<file path="config.mk">
export PLATFORM = sky130hd
export DESIGN_NAME = aspdm_queue
export DESIGN_NICKNAME = d
export VERILOG_FILES = /design/src/rtl/aspdm_pkg.sv /design/src/rtl/aspdm_queue.sv
export SDC_FILE = /design/constraint.sdc
export NUM_CORES = 1
export LEC_CHECK = 0
export BUFFER_PORTS_ARGS = -buffer_cell sky130_fd_sc_hd__buf_2
export CORE_ASPECT_RATIO = 0.6
export CORE_UTILIZATION = 56
export CTS_CLUSTER_DIAMETER = 50
export DETAILED_ROUTE_END_ITERATION = 6
export PLACE_DENSITY = 0.92
export SLEW_MARGIN = 0
export SYNTH_ARGS = -nofsm -noshare
export SYNTH_HDL_FRONTEND = slang
export SYNTH_SLANG_ARGS = --single-unit
</file>
<file path="constraint.sdc">
create_clock -name clk -period 8.77 [get_ports clk]
set_clock_uncertainty 0.1 [all_clocks]
set_input_delay 2.631 -clock clk [delete_from_list [all_inputs] [get_ports clk]]
set_output_delay 2.631 -clock clk [all_outputs]
set_load 0.005 [all_outputs]
</file>
<file path="src/rtl/aspdm_pkg.sv">
// Shared widths, register codes, item types and helpers of the smoothing and peak display map.
package aspdm_pkg;

    localparam int SAMPLE_BITS       = 16;
    localparam int FILTER_EXTRA_BITS = 16;
    localparam int ACCEL_FRAC_BITS   = SAMPLE_BITS - 4;
    localparam int GAIN_FRAC_BITS    = 8;

    localparam int WEIGHT_BITS = 16;
    localparam int GAIN_BITS   = 16;
    localparam int LIMIT_BITS  = 9;
    localparam int PEAK_BITS   = SAMPLE_BITS - 1;
    localparam int OFFSET_BITS = LIMIT_BITS + 1;
    localparam int COLOR_BITS  = 8;

    // filter datapath
    localparam int FILT_BITS    = SAMPLE_BITS + FILTER_EXTRA_BITS;
    localparam int DIFF_BITS    = FILT_BITS + 1;
    localparam int PROD_BITS    = DIFF_BITS + WEIGHT_BITS;
    localparam int STEP_BITS    = PROD_BITS + 1 - WEIGHT_BITS;
    localparam int WEIGHT_ROUND = (1 << WEIGHT_BITS) - 1;

    // gain datapath
    localparam int GP_BITS      = FILT_BITS + GAIN_BITS;
    localparam int OFFSET_SHIFT = ACCEL_FRAC_BITS + FILTER_EXTRA_BITS + GAIN_FRAC_BITS;
    localparam int PIX_BITS     = GP_BITS - OFFSET_SHIFT;

    // colour datapath
    localparam int COLOR_MAX    = (1 << COLOR_BITS) - 1;
    localparam int COLOR_MAX_SQ = COLOR_MAX * COLOR_MAX;
    localparam int SQ_BITS      = 2 * LIMIT_BITS;
    localparam int SUM_BITS     = SQ_BITS + 1;
    localparam int RHS_BITS     = SUM_BITS + 2 * COLOR_BITS;
    localparam int CPROD_BITS   = COLOR_BITS + LIMIT_BITS;
    localparam int CSQ_BITS     = 2 * CPROD_BITS;
    localparam int RBIT_BITS    = $clog2(COLOR_BITS);

    // ports
    localparam int IN_RAW_BITS   = 3 * SAMPLE_BITS;
    localparam int IN_DATA_BITS  = ((IN_RAW_BITS + 7) / 8) * 8;
    localparam int OUT_RAW_BITS  = 3 * PEAK_BITS + 2 * OFFSET_BITS + 2 * COLOR_BITS;
    localparam int OUT_DATA_BITS = ((OUT_RAW_BITS + 7) / 8) * 8;
    localparam int CFG_INDEX_BITS = 2;
    localparam int CFG_DATA_BITS  = 16;

    // queue between front and back
    localparam int QUEUE_DEPTH = 2;
    localparam int QPTR_BITS   = $clog2(QUEUE_DEPTH);
    localparam int QCOUNT_BITS = $clog2(QUEUE_DEPTH + 1);

    // register indexes
    localparam logic [CFG_INDEX_BITS-1:0] CFG_WEIGHT = 2'd0;
    localparam logic [CFG_INDEX_BITS-1:0] CFG_GAIN   = 2'd1;
    localparam logic [CFG_INDEX_BITS-1:0] CFG_LIMIT  = 2'd2;

    localparam logic [WEIGHT_BITS-1:0] WEIGHT_RESET = 16'd9830;
    localparam logic [GAIN_BITS-1:0]   GAIN_RESET   = 16'd20480;
    localparam logic [LIMIT_BITS-1:0]  LIMIT_RESET  = 9'd200;

    typedef struct packed {
        logic signed [OFFSET_BITS-1:0] offset_y;
        logic signed [OFFSET_BITS-1:0] offset_x;
        logic [PEAK_BITS-1:0]          peak_abs_z;
        logic [PEAK_BITS-1:0]          peak_abs_y;
        logic [PEAK_BITS-1:0]          peak_abs_x;
    } entry_t;

    typedef struct packed {
        logic [COLOR_BITS-1:0]         color_green;
        logic [COLOR_BITS-1:0]         color_red;
        logic signed [OFFSET_BITS-1:0] offset_y;
        logic signed [OFFSET_BITS-1:0] offset_x;
        logic [PEAK_BITS-1:0]          peak_abs_z;
        logic [PEAK_BITS-1:0]          peak_abs_y;
        logic [PEAK_BITS-1:0]          peak_abs_x;
    } result_t;

    // absolute value, most negative code saturates
    function automatic logic [PEAK_BITS-1:0] abs_sat(input logic signed [SAMPLE_BITS-1:0] v);
        logic [SAMPLE_BITS-1:0] mag;
        mag = v[SAMPLE_BITS-1] ? $unsigned(-v) : $unsigned(v);
        return mag[SAMPLE_BITS-1] ? {PEAK_BITS{1'b1}} : mag[PEAK_BITS-1:0];
    endfunction

endpackage

</file>
<file path="src/rtl/aspdm_queue.sv">
// Two-entry request queue between the front end and the colour back end.
module aspdm_queue (
    input  logic              clk,
    input  logic              rst_n,
    input  logic              in_valid,
    output logic              in_ready,
    input  aspdm_pkg::entry_t in_data,
    output logic              out_valid,
    input  logic              out_ready,
    output aspdm_pkg::entry_t out_data
);

    aspdm_pkg::entry_t entry_reg [aspdm_pkg::QUEUE_DEPTH];

    logic [aspdm_pkg::QPTR_BITS-1:0]   wr_ptr_reg;
    logic [aspdm_pkg::QPTR_BITS-1:0]   rd_ptr_reg;
    logic [aspdm_pkg::QCOUNT_BITS-1:0] count_reg;
    logic                              push;
    logic                              pop;

    assign in_ready  = (count_reg != aspdm_pkg::QCOUNT_BITS'(aspdm_pkg::QUEUE_DEPTH));
    assign out_valid = (count_reg != '0);
    assign out_data  = entry_reg[rd_ptr_reg];
    assign push      = in_valid && in_ready;
    assign pop       = out_valid && out_ready;

    always_ff @(posedge clk or negedge rst_n)
    begin
        if (!rst_n)
        begin
            wr_ptr_reg <= '0;
            rd_ptr_reg <= '0;
            count_reg  <= '0;
        end
        else
        begin
            if (push)
            begin
                wr_ptr_reg <= wr_ptr_reg + 1'b1;
            end
            if (pop)
            begin
                rd_ptr_reg <= rd_ptr_reg + 1'b1;
            end
            if (push && !pop)
            begin
                count_reg <= count_reg + 1'b1;
            end
            else if (pop && !push)
            begin
                count_reg <= count_reg - 1'b1;
            end
        end
    end

    always_ff @(posedge clk)
    begin
        if (push)
        begin
            entry_reg[wr_ptr_reg] <= in_data;
        end
    end

endmodule

</file>
# After elaboration in Yosys (flattened, before gate mapping)
# Memory sizes are Yosys's and may differ from the RTL's.
# Index checks and enable logic that the tools add are counted.
[totals]
ff_bits = 4
input_bits = 69
elab_cells = 21
memories = 1
mem_bits_rw = 130
output_inout_bits = 67
[mem_list]
columns = ["memory", "words", "word_bits", "read_ports", "rd_clocked_by_memory_dff", "write_ports", "line", "source"]
rows = [
  ["entry_reg", 2, 65, 1, 0, 1, "aspdm_queue.sv:13", "aspdm_pkg::entry_t entry_reg [aspdm_pkg::QUEUE_DEPTH];"],
]
[op_classes]
n_reduce_logical = 8
muxes = 4
eq_ne = 1
add_sub_neg = 4
[ops]
columns = ["operator", "n"]
rows = [
  ["$logic_and 1x1->1", 4],
  ["$mux 2", 2],
  ["$reduce_bool 2->1", 2],
  ["$add 1x1->1 const B", 2],
  ["$add 2x1->2 const B", 1],
  ["$logic_not 1->1", 2],
  ["$mux 1", 2],
  ["$ne 2x2->1 const B", 1],
  ["$sub 2x1->2 const B", 1],
]

# Depth between registers and ports, before layout
[depth]
word_depth = 6
ltp_mapped = 7
mapped_depth_nobuf = 7

# Worst setup path after synthesis
# OpenSTA, ideal clock, no wires.
[synth_timing]
path_kind = "in2reg"
startpoint = "input in_valid"
endpoint = "memory entry_reg[0][0] in the netlist's numbering (enable)"
cell_stages = 2
required_time_ns = 8.182
t_arrival_ns = 5.437
setup_time_ns = 0.488
n_path_buf = 0
setup_slack_ns = 2.744
cell_sequence = "nand2_1 nor2_1"
[synth_between]
elab_chain_cells = 3
[synth_rtl]
columns = ["item", "line", "source"]
rows = [
  ["start, declared", "aspdm_queue.sv:5", "input logic in_valid,"],
  ["$logic_and 1x1->1", "aspdm_queue.sv:24", "assign push = in_valid && in_ready;"],
  ["$mux 1", "aspdm_queue.sv:58", "if (push)"],
  ["$mux 1 (not written as such)", "aspdm_queue.sv:60", "entry_reg[wr_ptr_reg] <= in_data;"],
  ["end, declared", "aspdm_queue.sv:13", ""],
]
# Every way passes these cells.

==> results.py <==
metrics = {
    "status": {
        "status": "complete, no violations",
    },
    "cells_and_area": {
        "fin_nets": 439,
        "drive_gt1_share_pct": 60.9,
        "seq_area_um2": 4010,
        "stdcell_count": 493,
        "antenna_cells": 0,
        "multi_input_area_um2": 981,
        "largest_reg_flops": 130,
        "nFillCells": 519,
        "post-route-util_pct": 73.6,
        "syn_to_final_growth_pct": 25.8,
    },
    "worst_setup_path": {
        "path_max_fanout": 66,
        "worstReg2RegEnd": "entry_reg[0][18]",
        "reg2reg_depth": 4,
        "slowest_stage": "dfrtp_4",
        "r2r_start": "count_reg[0]",
        "arrival_ps": 2130,
        "reg2reg_setup_slack_ps": 6380,
        "cp-start-kind": "flip-flop",
        "crit_type": "flip-flop to output port",
        "critical_path_required_ps": 6040,
        "crit_path_end_kind": "output port",
        "cp_cell_sequence": "mux2_2, buf_2",
        "cpPeakStageDelay_ps": 1130,
    },
    "synthesis": {
        "syn_area_um2": 5050,
        "ys_seq_area_share_pct": 79.3,
        "syn-num-nets": 290,
        "yosys_register_bits": 134,
        "synth_cell_types": 15,
        "ys_warn_count": 0,
        "avgSynthCellArea_um2": 22.9,
        "synth_cells": 220,
    },
    "power_and_ir_drop": {
        "pwr-share-comb_pct": 24.7,
        "peakVddDrop_mv": 0.208,
        "p_seq_share_pct": 46.2,
        "switchingPower_uw": 561,
        "power_mw": 2.14,
        "intPower_mw": 1.58,
        "static-leakage-power_nw": 2.52,
        "clockPowerShare_pct": 29.1,
        "powerDensity_nw_per_um2": 338,
        "netSwitchingFraction_pct": 26.2,
    },
    "timing": {
        "setup_viol": 0,
        "hold_viol": 0,
        "finalSetupTns_ps": 0,
        "timing.final.max_slew_violations": 0,
        "finalCriticalPeriod_ps": 4860,
        "grt_setup_unrepaired": "false",
        "whs_ps": 389,
        "slew_headroom_pct": 27.0,
        "worst-slew-pin-transition_ps": 1090,
        "max_freq_mhz": 206,
        "min_period_over_period_pct": 55.4,
    },
    "placed_design": {
        "hpwl_mm": 5.50,
        "routabilityCongestion": 0.702,
        "io_buffers": 135,
        "placed_cells": 462,
    },
    "min_path": {
        "holdPathStages": 1,
        "hp-class": "flip-flop to flip-flop",
        "worstHoldStart": "count_reg[1]",
        "min_to": "count_reg[1]",
    },
    "routing": {
        "viasPerCell": 5.09,
        "wire_per_inst_um": 17.0,
        "drt_iter0_drc": 117,
        "drt_first_pass_iters": 4,
        "route.detailed.drc": 0,
        "num_vias": 2507,
        "drtAntennaViolNets": 0,
        "wl_mm": 8.40,
    },
    "clocking": {
        "numCtsBuffers": 17,
        "root_buffer": "clkbuf_16",
        "cts_tree": "built",
        "post_cts_resized": 0,
        "clkSinkCount": 134,
        "cts.path.max_buffers": 2,
        "post-cts-setup-buffer-count": 0,
        "path_clk_slew_ps": 50,
        "clock_latency_ps": 400,
        "hold_buffers": 0,
        "cts_max_level": 4,
    },
    "grt": {
        "grt-ovfl-total": 0,
        "grt_use_total_pct": 18.8,
        "grt_max_degree": 67,
        "grt_pass1_wl_mm": 12.6,
        "grt_pass1_vias": 2520,
        "antenna_found_initial": 0,
    },
    "floorplanning": {
        "die_h_um": 75.5,
        "coreArea_um2": 8620,
        "start_util_pct": 58.5,
        "rows": 26,
        "io_pins": 136,
        "dieArea_um2": 9410,
        "floorplan.die.width_um": 125,
    },
    "flow_run": {
        "max-cap-violations": 0,
    },
}
==> cells in the mapped netlist <==
cell type | n | area [µm²]
edfxtp_1 | 130 | 3900
xnor2_1 | 3 | 26.3
mux2_2 | 25 | 282
xor2_1 | 2 | 17.5
nor2_1 | 2 | 7.51
nand2_1 | 2 | 7.51
buf_6 | 5 | 56.3
inv_1 | 1 | 3.75
buf_2 | 2 | 10.0
mux2_4 | 40 | 601
dfrtp_1 | 4 | 100
or2_2 | 1 | 6.26
nand2b_1 | 1 | 6.26
and3_1 | 1 | 6.26
ha_1 | 1 | 12.5
==> worst max path at each step <==
stage                          start               end  slack (ps)  cells after the start
after floorplan             in_valid   entry_reg[0][0]        2740                      2
after global placement      in_valid   entry_reg[0][6]        4270                      4
after detailed placement    in_valid  entry_reg[0][11]        4230                      4
after CTS                 rd_ptr_reg      out_data[57]        3880                      2
after global routing      rd_ptr_reg      out_data[37]        3790                      2
final                     rd_ptr_reg      out_data[57]        3910                      2
==> cell families (layout without fill, tap and decap cells) <==
kind of cell	after synthesis	count (layout)	synth area share, %
flip-flops	134	134	79.3
buffers and inverters	8	169	1.39
XOR/XNOR	5	5	0.868
AND/OR/NAND/NOR	7	7	0.670
adder cells (fa/ha/maj)	1	1	0.248
multiplexers	65	65	17.5
==> layer usage <==
metal,global-route usage [%],up-vias,wire length (µm)
li1,-,1167,-
met1,22.4,1221,3550
met2,30.4,114,4080
met3,8.15,5,709
met4,9.10,0,57
met5,0,-,0
==> area by class of cell <==
type | count | area share [%]
Clock buffer | 21 | 6.94
Clock inverter | 10 | 1.32
Inverter | 1 | 0.0591
Multi-Input combinational cell | 78 | 15.5
Sequential cell | 134 | 63.1
Tap cell | 112 | 2.21
Timing Repair Buffer | 137 | 10.9
==> cell usage in the layout, fill, tap and decap left out <==
cell	count
nor2_1	1
clkbuf_16	17
buf_4	2
inv_1	1
bufinv_16	1
nor2_4	1
clkinv_1	1
clkinvlp_4	4
buf_2	135
ha_1	1
dfrtp_1	3
and3_2	1
nand2_1	2
xor2_1	2
xnor2_1	3
clkinv_2	4
edfxtp_1	130
mux2_2	25
clkbuf_1	4
or2_2	1
mux2_4	40
nand2b_1	1
dfrtp_4	1
==> power groups by stage <==
stage          logic [mW]  clock network [mW]  registers [mW]
4_1_cts             0.539               0.635           0.994
2_1_floorplan       0.410                   0           0.927
3_5_place_dp        0.536                   0            1.01
3_3_place_gp        0.524                   0           0.994
5_1_grt             0.572               0.661            1.01
6_report            0.529               0.623           0.990
==> stage by stage <==
| step | worst slack, ps | area (µm²) |
|---|---|---|
| floorplan | 2740 | 5050 |
| global placement | 4270 | 5820 |
| detailed placement | 4230 | 5820 |
| CTS | 3880 | 6350 |
| global route | 3790 | 6350 |
| finish | 3910 | 6350 |
==> critical path: cells and delay by family, from the launching register on <==
family | cells | cell delay, ps
buffers and inverters | 1 | 130
DFF | 1 | 1130
muxes | 1 | 430
(Power assumes the default switching activity.)
