==> src/rtl/aspdm_pkg.sv <==
// Shared widths, register codes, item types and helpers of the smoothing and peak display map.
package aspdm_pkg;

    localparam int SAMPLE_BITS       = 16;
    localparam int FILTER_EXTRA_BITS = 16;
    localparam int ACCEL_FRAC_BITS   = SAMPLE_BITS - 4;
    localparam int GAIN_FRAC_BITS    = 8;

    localparam int WEIGHT_BITS = 16;
    localparam int GAIN_BITS   = 16;
    localparam int LIMIT_BITS  = 9;
    localparam int PEAK_BITS   = SAMPLE_BITS - 1;
    localparam int OFFSET_BITS = LIMIT_BITS + 1;
    localparam int COLOR_BITS  = 8;

    // filter datapath
    localparam int FILT_BITS    = SAMPLE_BITS + FILTER_EXTRA_BITS;
    localparam int DIFF_BITS    = FILT_BITS + 1;
    localparam int PROD_BITS    = DIFF_BITS + WEIGHT_BITS;
    localparam int STEP_BITS    = PROD_BITS + 1 - WEIGHT_BITS;
    localparam int WEIGHT_ROUND = (1 << WEIGHT_BITS) - 1;

    // gain datapath
    localparam int GP_BITS      = FILT_BITS + GAIN_BITS;
    localparam int OFFSET_SHIFT = ACCEL_FRAC_BITS + FILTER_EXTRA_BITS + GAIN_FRAC_BITS;
    localparam int PIX_BITS     = GP_BITS - OFFSET_SHIFT;

    // colour datapath
    localparam int COLOR_MAX    = (1 << COLOR_BITS) - 1;
    localparam int COLOR_MAX_SQ = COLOR_MAX * COLOR_MAX;
    localparam int SQ_BITS      = 2 * LIMIT_BITS;
    localparam int SUM_BITS     = SQ_BITS + 1;
    localparam int RHS_BITS     = SUM_BITS + 2 * COLOR_BITS;
    localparam int CPROD_BITS   = COLOR_BITS + LIMIT_BITS;
    localparam int CSQ_BITS     = 2 * CPROD_BITS;
    localparam int RBIT_BITS    = $clog2(COLOR_BITS);

    // ports
    localparam int IN_RAW_BITS   = 3 * SAMPLE_BITS;
    localparam int IN_DATA_BITS  = ((IN_RAW_BITS + 7) / 8) * 8;
    localparam int OUT_RAW_BITS  = 3 * PEAK_BITS + 2 * OFFSET_BITS + 2 * COLOR_BITS;
    localparam int OUT_DATA_BITS = ((OUT_RAW_BITS + 7) / 8) * 8;
    localparam int CFG_INDEX_BITS = 2;
    localparam int CFG_DATA_BITS  = 16;

    // queue between front and back
    localparam int QUEUE_DEPTH = 2;
    localparam int QPTR_BITS   = $clog2(QUEUE_DEPTH);
    localparam int QCOUNT_BITS = $clog2(QUEUE_DEPTH + 1);

    // register indexes
    localparam logic [CFG_INDEX_BITS-1:0] CFG_WEIGHT = 2'd0;
    localparam logic [CFG_INDEX_BITS-1:0] CFG_GAIN   = 2'd1;
    localparam logic [CFG_INDEX_BITS-1:0] CFG_LIMIT  = 2'd2;

    localparam logic [WEIGHT_BITS-1:0] WEIGHT_RESET = 16'd9830;
    localparam logic [GAIN_BITS-1:0]   GAIN_RESET   = 16'd20480;
    localparam logic [LIMIT_BITS-1:0]  LIMIT_RESET  = 9'd200;

    typedef struct packed {
        logic signed [OFFSET_BITS-1:0] offset_y;
        logic signed [OFFSET_BITS-1:0] offset_x;
        logic [PEAK_BITS-1:0]          peak_abs_z;
        logic [PEAK_BITS-1:0]          peak_abs_y;
        logic [PEAK_BITS-1:0]          peak_abs_x;
    } entry_t;

    typedef struct packed {
        logic [COLOR_BITS-1:0]         color_green;
        logic [COLOR_BITS-1:0]         color_red;
        logic signed [OFFSET_BITS-1:0] offset_y;
        logic signed [OFFSET_BITS-1:0] offset_x;
        logic [PEAK_BITS-1:0]          peak_abs_z;
        logic [PEAK_BITS-1:0]          peak_abs_y;
        logic [PEAK_BITS-1:0]          peak_abs_x;
    } result_t;

    // absolute value, most negative code saturates
    function automatic logic [PEAK_BITS-1:0] abs_sat(input logic signed [SAMPLE_BITS-1:0] v);
        logic [SAMPLE_BITS-1:0] mag;
        mag = v[SAMPLE_BITS-1] ? $unsigned(-v) : $unsigned(v);
        return mag[SAMPLE_BITS-1] ? {PEAK_BITS{1'b1}} : mag[PEAK_BITS-1:0];
    endfunction

endpackage

==> src/rtl/aspdm_back.sv <==
// Back end: colour pair from the offset length by a bitwise search, and the output register.
module aspdm_back (
    input  logic                             clk,
    input  logic                             rst_n,
    input  logic                             q_valid,
    output logic                             q_ready,
    input  aspdm_pkg::entry_t                q_data,
    input  logic [aspdm_pkg::LIMIT_BITS-1:0] limit,
    output logic                             m_valid,
    input  logic                             m_ready,
    output aspdm_pkg::result_t               m_data
);

    typedef enum logic [2:0] {
        B_IDLE, B_SQ, B_RHS, B_PROD, B_TEST, B_EQP, B_EQT, B_OUT
    } bstate_t;

    bstate_t                              state_reg;
    logic                                 m_valid_reg;
    aspdm_pkg::result_t                   m_data_reg;

    aspdm_pkg::entry_t                    entry_reg;
    logic [aspdm_pkg::SUM_BITS-1:0]       sum_reg;
    logic [aspdm_pkg::RHS_BITS-1:0]       rhs_reg;
    logic [aspdm_pkg::CPROD_BITS-1:0]     prod_reg;
    logic [aspdm_pkg::COLOR_BITS-1:0]     r_reg;
    logic [aspdm_pkg::RBIT_BITS-1:0]      bit_reg;
    logic                                 eq_reg;

    logic [aspdm_pkg::LIMIT_BITS-1:0]     mag_x;
    logic [aspdm_pkg::LIMIT_BITS-1:0]     mag_y;
    logic [aspdm_pkg::SUM_BITS-1:0]       sum_next;
    logic [aspdm_pkg::COLOR_BITS-1:0]     cand;
    logic [aspdm_pkg::COLOR_BITS-1:0]     mul_a;
    logic [aspdm_pkg::CPROD_BITS-1:0]     prod_next;
    logic [aspdm_pkg::CSQ_BITS-1:0]       prod_sq;
    logic                                 fits;
    logic [aspdm_pkg::COLOR_BITS-1:0]     red;
    logic [aspdm_pkg::COLOR_BITS-1:0]     green;
    logic                                 out_free;

    always_comb
    begin
        mag_x = entry_reg.offset_x[aspdm_pkg::OFFSET_BITS-1]
              ? aspdm_pkg::LIMIT_BITS'($unsigned(-entry_reg.offset_x))
              : aspdm_pkg::LIMIT_BITS'($unsigned(entry_reg.offset_x));
        mag_y = entry_reg.offset_y[aspdm_pkg::OFFSET_BITS-1]
              ? aspdm_pkg::LIMIT_BITS'($unsigned(-entry_reg.offset_y))
              : aspdm_pkg::LIMIT_BITS'($unsigned(entry_reg.offset_y));
        sum_next = aspdm_pkg::SUM_BITS'(aspdm_pkg::SQ_BITS'(mag_x) * aspdm_pkg::SQ_BITS'(mag_x))
                 + aspdm_pkg::SUM_BITS'(aspdm_pkg::SQ_BITS'(mag_y) * aspdm_pkg::SQ_BITS'(mag_y));

        cand      = r_reg | (aspdm_pkg::COLOR_BITS'(1) << bit_reg);
        mul_a     = (state_reg == B_EQP) ? r_reg : cand;
        prod_next = aspdm_pkg::CPROD_BITS'(mul_a) * aspdm_pkg::CPROD_BITS'(limit);
        prod_sq   = aspdm_pkg::CSQ_BITS'(prod_reg) * aspdm_pkg::CSQ_BITS'(prod_reg);
        fits      = (aspdm_pkg::RHS_BITS'(prod_sq) <= rhs_reg);

        if (limit == '0)
        begin
            red   = '0;
            green = aspdm_pkg::COLOR_BITS'(aspdm_pkg::COLOR_MAX);
        end
        else
        begin
            red = r_reg;
            if (r_reg == aspdm_pkg::COLOR_BITS'(aspdm_pkg::COLOR_MAX))
            begin
                green = '0;
            end
            else if (eq_reg)
            begin
                green = aspdm_pkg::COLOR_BITS'(aspdm_pkg::COLOR_MAX) - r_reg;
            end
            else
            begin
                green = aspdm_pkg::COLOR_BITS'(aspdm_pkg::COLOR_MAX - 1) - r_reg;
            end
        end
    end

    assign q_ready  = (state_reg == B_IDLE);
    assign out_free = !m_valid_reg || m_ready;
    assign m_valid  = m_valid_reg;
    assign m_data   = m_data_reg;

    always_ff @(posedge clk or negedge rst_n)
    begin
        if (!rst_n)
        begin
            state_reg   <= B_IDLE;
            m_valid_reg <= 1'b0;
        end
        else
        begin
            // load a new result when the register frees, else drop the one taken
            if (state_reg == B_OUT && out_free)
            begin
                m_valid_reg <= 1'b1;
            end
            else if (m_valid_reg && m_ready)
            begin
                m_valid_reg <= 1'b0;
            end
            case (state_reg)
                B_IDLE:
                begin
                    if (q_valid)
                    begin
                        state_reg <= B_SQ;
                    end
                end
                B_SQ:
                begin
                    state_reg <= B_RHS;
                end
                B_RHS:
                begin
                    state_reg <= B_PROD;
                end
                B_PROD:
                begin
                    state_reg <= B_TEST;
                end
                B_TEST:
                begin
                    state_reg <= (bit_reg == '0) ? B_EQP : B_PROD;
                end
                B_EQP:
                begin
                    state_reg <= B_EQT;
                end
                B_EQT:
                begin
                    state_reg <= B_OUT;
                end
                B_OUT:
                begin
                    // hold the result until the output register is free
                    if (out_free)
                    begin
                        state_reg <= B_IDLE;
                    end
                end
                default:
                begin
                    state_reg <= B_IDLE;
                end
            endcase
        end
    end

    always_ff @(posedge clk)
    begin
        case (state_reg)
            B_IDLE:
            begin
                if (q_valid)
                begin
                    entry_reg <= q_data;
                end
            end
            B_SQ:
            begin
                sum_reg <= sum_next;
            end
            B_RHS:
            begin
                rhs_reg <= aspdm_pkg::RHS_BITS'(sum_reg)
                         * aspdm_pkg::RHS_BITS'(aspdm_pkg::COLOR_MAX_SQ);
                r_reg   <= '0;
                bit_reg <= aspdm_pkg::RBIT_BITS'(aspdm_pkg::COLOR_BITS - 1);
            end
            B_PROD, B_EQP:
            begin
                prod_reg <= prod_next;
            end
            B_TEST:
            begin
                // keep the candidate bit while its square stays within range
                if (fits)
                begin
                    r_reg <= cand;
                end
                bit_reg <= bit_reg - 1'b1;
            end
            B_EQT:
            begin
                eq_reg <= (aspdm_pkg::RHS_BITS'(prod_sq) == rhs_reg);
            end
            B_OUT:
            begin
                if (out_free)
                begin
                    m_data_reg.peak_abs_x  <= entry_reg.peak_abs_x;
                    m_data_reg.peak_abs_y  <= entry_reg.peak_abs_y;
                    m_data_reg.peak_abs_z  <= entry_reg.peak_abs_z;
                    m_data_reg.offset_x    <= entry_reg.offset_x;
                    m_data_reg.offset_y    <= entry_reg.offset_y;
                    m_data_reg.color_red   <= red;
                    m_data_reg.color_green <= green;
                end
            end
            default:
            begin
            end
        endcase
    end

endmodule

==> config.mk <==
export PLATFORM = sky130hd
export DESIGN_NAME = aspdm_back
export DESIGN_NICKNAME = d
export VERILOG_FILES = /design/src/rtl/aspdm_pkg.sv /design/src/rtl/aspdm_back.sv
export SDC_FILE = /design/constraint.sdc
export NUM_CORES = 1
export LEC_CHECK = 0
export BUFFER_PORTS_ARGS = -buffer_cell sky130_fd_sc_hd__buf_4
export CAP_MARGIN = 5
export CORE_ASPECT_RATIO = 2
export CORE_MARGIN = 2
export CORE_UTILIZATION = 45
export CTS_CLUSTER_DIAMETER = 80
export DETAILED_ROUTE_END_ITERATION = 8
export PLACE_DENSITY = 0.67
export SYNTH_ARGS = -nofsm -noshare
export SYNTH_HDL_FRONTEND = slang
export SYNTH_SLANG_ARGS = --single-unit
==> constraint.sdc <==
create_clock -name clk -period 16.7 [get_ports clk]
set_input_delay 2.505 -clock clk [delete_from_list [all_inputs] [get_ports clk]]
set_output_delay 2.505 -clock clk [all_outputs]
set_load 0.005 [all_outputs]
# --- Yosys cells after proc, flatten, opt, wreduce, memory -nomap -nowiden ---
# Cells that the tools add are included.
op_classes:
  bitwise_logic: 1
  n_lt_le_gt_ge: 1
  shift: 1
  n_mux: 14
  n_addsub: 6
  eq_ne: 12
  n_mul: 5
  reduce_logical: 14
ops:
  columns: ["operator", "n"]
  rows:
  - ["$mul A9 B9 Y18", 2]
  - ["$eq A34 B35 Y1", 1]
  - ["$le A34 B35 Y1", 1]
  - ["$mul A19 B16 Y35 const B", 1]
  - ["$mul A17 B17 Y34", 1]
  - ["$mux W8", 4]
  - ["$pmux W3 S8", 1]
  - ["$add A18 B18 Y19", 1]
  - ["$mux W9", 2]
  - ["$neg A9 Y9", 2]
  - ["$mul A8 B9 Y17", 1]
  - ["$pmux W8 S2", 1]
  - ["$sub A8 B8 Y8 const A", 2]
  - ["$eq A3 B3 Y1 const B", 4]
  - ["$logic_not A9 Y1", 1]
  - ["$mux W3", 3]
  - ["$eq A8 B8 Y1 const B", 1]
  - ["$or A8 B8 Y8", 1]
  - ["$reduce_and A2 Y1", 4]
  - ["$shl A1 B3 Y8 const A", 1]
  - ["$eq A3 B2 Y1 const B", 2]
  - ["$logic_not A3 Y1", 2]
  - ["$ne A2 B2 Y1 const B", 3]
  - ["$pmux W3 S2", 1]
  - ["other kinds (8)", 11]
word_totals:
  in_bits: 78
  regBits: 233
  wordCells: 74

# --- Depth between registers and ports, before layout ---
logic_depth:
  word_depth: 4
  depth_mapped: 33
  mapped_depth_nobuf: 31

# --- Least setup slack after synthesis ---
# Ideal clock, no wire load.
synth_path:
  path_type: "register to register"
  start: "reg prod_reg[2] (netlist bit)"
  end: "reg r_reg[0] (netlist bit) (enable)"
  required_time_ps: 16324
  synth_period_minus_slack_ps: 7857
  path_stages_with_launch: 30
  n_path_buf: 1
  setup_slack_ps: 8843
  t_arrival_ps: 7481
  cell_sequence: "edfxtp_1 > clkbuf_1 > nand2_1 > inv_1 > fa_1 > inv_1 > fa_1 > inv_1 > fa_1 > fa_1 > fa_1 > inv_1 > fa_1 > inv_1 > ha_1 > a21o_1 > a211o_1 > nor2b_1 > a21oi_2 > a31o_2 > a31oi_1 > o21ai_0 > xor2_1 > ha_1 > nand4_1 > nor3_1 > nand4_1 > nor4_1 > a21oi_1 > o22ai_1"
synth_between:
  elab_chain_len: 4
synth_lines:
  columns: ["element", "line_no", "rtl"]
  rows:
  - ["start: declaration", "aspdm_back.sv:25", "logic [aspdm_pkg::CPROD_BITS-1:0] prod_reg;"]
  - ["start signal: assignment", "aspdm_back.sv:176", "prod_reg <= prod_next;"]
  - ["$mul A17 B17 Y34", "aspdm_back.sv:56", "prod_sq = aspdm_pkg::CSQ_BITS'(prod_reg) * aspdm_pkg::CSQ_BITS'(prod_reg);"]
  - ["$le A34 B35 Y1", "aspdm_back.sv:57", "fits = (aspdm_pkg::RHS_BITS'(prod_sq) <= rhs_reg);"]
  - ["$ne A2 B2 Y1 (no source line)", null, null]
  - ["$reduce_and A2 Y1 (no source line)", null, null]
  - ["end signal: assignment", "aspdm_back.sv:183", "r_reg <= cand;"]
  - ["end: declaration", "aspdm_back.sv:26", "logic [aspdm_pkg::COLOR_BITS-1:0] r_reg;"]
# No other way between the ends.
# A chain may end at the register's enable or synchronous reset.

# --- Worst setup path after layout ---
layout_path:
  start: "reg prod_reg[5] (netlist bit)"
  end: "reg r_reg[2] (netlist bit) (enable)"
# Same word-level chain as after synthesis.

==> results by group <==
Finish
  – Layout cells sized above 1: 8.65%
  – Layout Nets: 3541
  – Antenna Cells: 0
  – Syn-to-layout area delta: 10.2%
  – Max reg flops: 81

Floorplan
  – Die X: 178 um
  – Io pins: 161
  – Die area: 62800 um^2
  – Die height: 352 um
  – Core area: 60100 um^2
  – Starting Density: 45.5%
  – FP Rows: 127

Worst setup path
  – R2R Path End: r_reg[2]$_SDFFCE_PN0P_
  – Critical Path Fanout Max: 18
  – CP delay by family, top: adder cells
  – WP data arrival: 9.56 ns
  – R2R cell count: 27
  – Slowest-stage cell, CP: nor4_1
  – Max stage delay on crit path: 0.91 ns
  – Endpoint class of the critical path: register
  – Crit path kind: reg -> reg
  – Critical Path RT: 16.87 ns
  – Reg2reg setup slack: 7.30 ns
  – Worst Setup Start Kind: register
  – Worst R2R Start: prod_reg[5]$_DFFE_PP_
  – Cell mode on critical path: fa_1
  – Worst Path Buf+Inv: 4

Flow run
  – Max-Cap Viols: 0

Timing
  – Final Max Tran Viols: 0
  – Tmin final: 9.40 ns
  – Max Clock Skew: 0.0145 ns
  – Sum Neg Setup Slack: 0 ns
  – Fmax: 106 MHz
  – Worst-margin pin slew: 1.04 ns
  – Unrepaired setup endpoints after global routing: false
  – Setup violators final: 0
  – Final Cycle Share: 56.3%
  – Rel. slew slack: 30.0%
  – Final hold vios: 0

Outcome
  – Outcome: finished, final reports clean

Logic synthesis
  – Area contributors post-synth: fa_1, edfxtp_1, ha_1, inv_1, nand2_1
  – Leading area contributor after synthesis: fa_1
  – Post-synthesis async set-or-reset flop share: 1.72%
  – Cell Area, Synth: 27300 um^2
  – Seq/Total Area, Yosys: 25.5%
  – Number of enable flip-flop cells after synthesis: 229
  – Synth warn: 0
  – Top post-synthesis cells by count: inv_1, fa_1, ha_1
  – Cells after synthesis: 2565
  – Most numerous cell in the Yosys netlist: inv_1
  – Syn nets: 3393
  – Post-synthesis cell type count: 71
  – Synth top area share: 29.8%
  – Dominant synthesized flop cell: edfxtp_1
  – Syn avg cell area: 10.7 um^2
  – Synthesized flop and latch total: 233

Hold path
  – Hold depth: 0
  – Hold EP: m_data[18]$_DFFE_PP_
  – Hold path startpoint: entry_reg[18]$_DFFE_PP_
  – Worst Hold Class: reg -> reg

GRT
  – Total gr overflow: 0
  – Total track usage: 21.4%
  – First-pass GRT wire length: 105000 um
  – Initial antenna violation count: 0
  – Number of global-route vias before repair: 20900
  – Largest net degree at the start of global routing: 82

Clock tree
  – Root buffer cell: clkbuf_16
  – Latest clock arrival within the worst-skew pair: 0.54 ns
  – # Post-CTS Setup Buffers: 0
  – TritonCTS Buffers: 22
  – TritonCTS clock tree: built
  – Clk buf depth: 3
  – Total clock sinks: 233
  – Reg clk slew, reported paths: 0.07 ns
  – H-tree depth: 1
  – CTS Hold Bufs: 0
  – Number of cells upsized or downsized after cts: 0

Routing
  – Vias: 18200
  – # DRC: 0
  – 1st-pass router iterations: 5
  – Initial DRC count: 850
  – Via/cell ratio: 5.21
  – Routed Antenna Nets: 0
  – Total wire length: 64700 um
  – Wirelength per Cell: 18.5 um

Placed design
  – Final HPWL from detailed placement: 55900 um
  – IO buf count: 160
  – GP Congestion: 0.917
==> layout by cell type, fill, tap and decap left out, types with 19 or more instances in the layout <==
master     instances
inv_1            606
fa_1             407
ha_1             343
edfxtp_1         229
nand2_1          181
buf_4            168
nor2_1           115
and2_1           106
xnor2_1           75
a21oi_1           72
a21o_1            62
o21ai_0           39
xor2_1            36
nor2b_1           24
nor3_1            22
clkbuf_16         22
nand3_1           19
==> how the worst max path moves through the flow <==
stage,slack [ns],end,depth (start not counted),from
2_1_floorplan,8.84,r_reg[0]$_SDFFCE_PN0P_,29,prod_reg[2]$_DFFE_PP_
3_3_place_gp,7.53,r_reg[1]$_SDFFCE_PN0P_,27,prod_reg[5]$_DFFE_PP_
3_5_place_dp,7.35,r_reg[2]$_SDFFCE_PN0P_,27,prod_reg[5]$_DFFE_PP_
4_1_cts,7.33,r_reg[2]$_SDFFCE_PN0P_,27,prod_reg[5]$_DFFE_PP_
5_1_grt,6.81,r_reg[2]$_SDFFCE_PN0P_,24,prod_reg[11]$_DFFE_PP_
6_report,7.30,r_reg[2]$_SDFFCE_PN0P_,27,prod_reg[5]$_DFFE_PP_
==> layer usage <==
| metal | GRT usage (%) | wire [um] | vias up |
|---|---|---|---|
| met5 | 0 | 0 | - |
| met3 | 2.49 | 2120 | 205 |
| met1 | 18.9 | 19200 | 9191 |
| met4 | 12.7 | 4620 | 0 |
| met2 | 44.1 | 38700 | 420 |
| li1 | - | - | 8421 |
==> layout make-up <==
cell class	count	area, um^2
Clock buffer	25	562
Multi-Input combinational cell	1680	17900
Inverter	608	2280
Fill cell	5421	29900
Clock inverter	15	151
Timing Repair Buffer	168	1260
Sequential cell	233	6980
Tap cell	774	968
==> kinds of logic after synthesis <==
logic type,count (synthesis),synth area share (%)
buffers and inverters,652,8.96
and+or+nand+nor,545,9.73
xor gates and xnor gates,112,3.62
muxes,5,0.197
AOI/OAI and AO/OA,268,6.44
adders and majority gates,750,45.5
DFF,233,25.5
==> metrics by stage <==
stage	hold WS [ns]	instance area (um^2)	instances	util, %	worst slack (ns)
5_1_grt	0.425	30100	3503	50.1	6.81
3_3_place_gp	0.401	29400	3463	49.0	7.53
6_report	0.415	30100	3503	50.1	7.30
2_1_floorplan	0.400	27300	2565	-	8.84
3_5_place_dp	0.405	29400	3463	49.0	7.35
4_1_cts	0.415	30100	3503	50.1	7.33
Power is left out: the tool's default activity adds up to more than one toggle a clock period on the data nets, which glitch-free logic cannot reach.
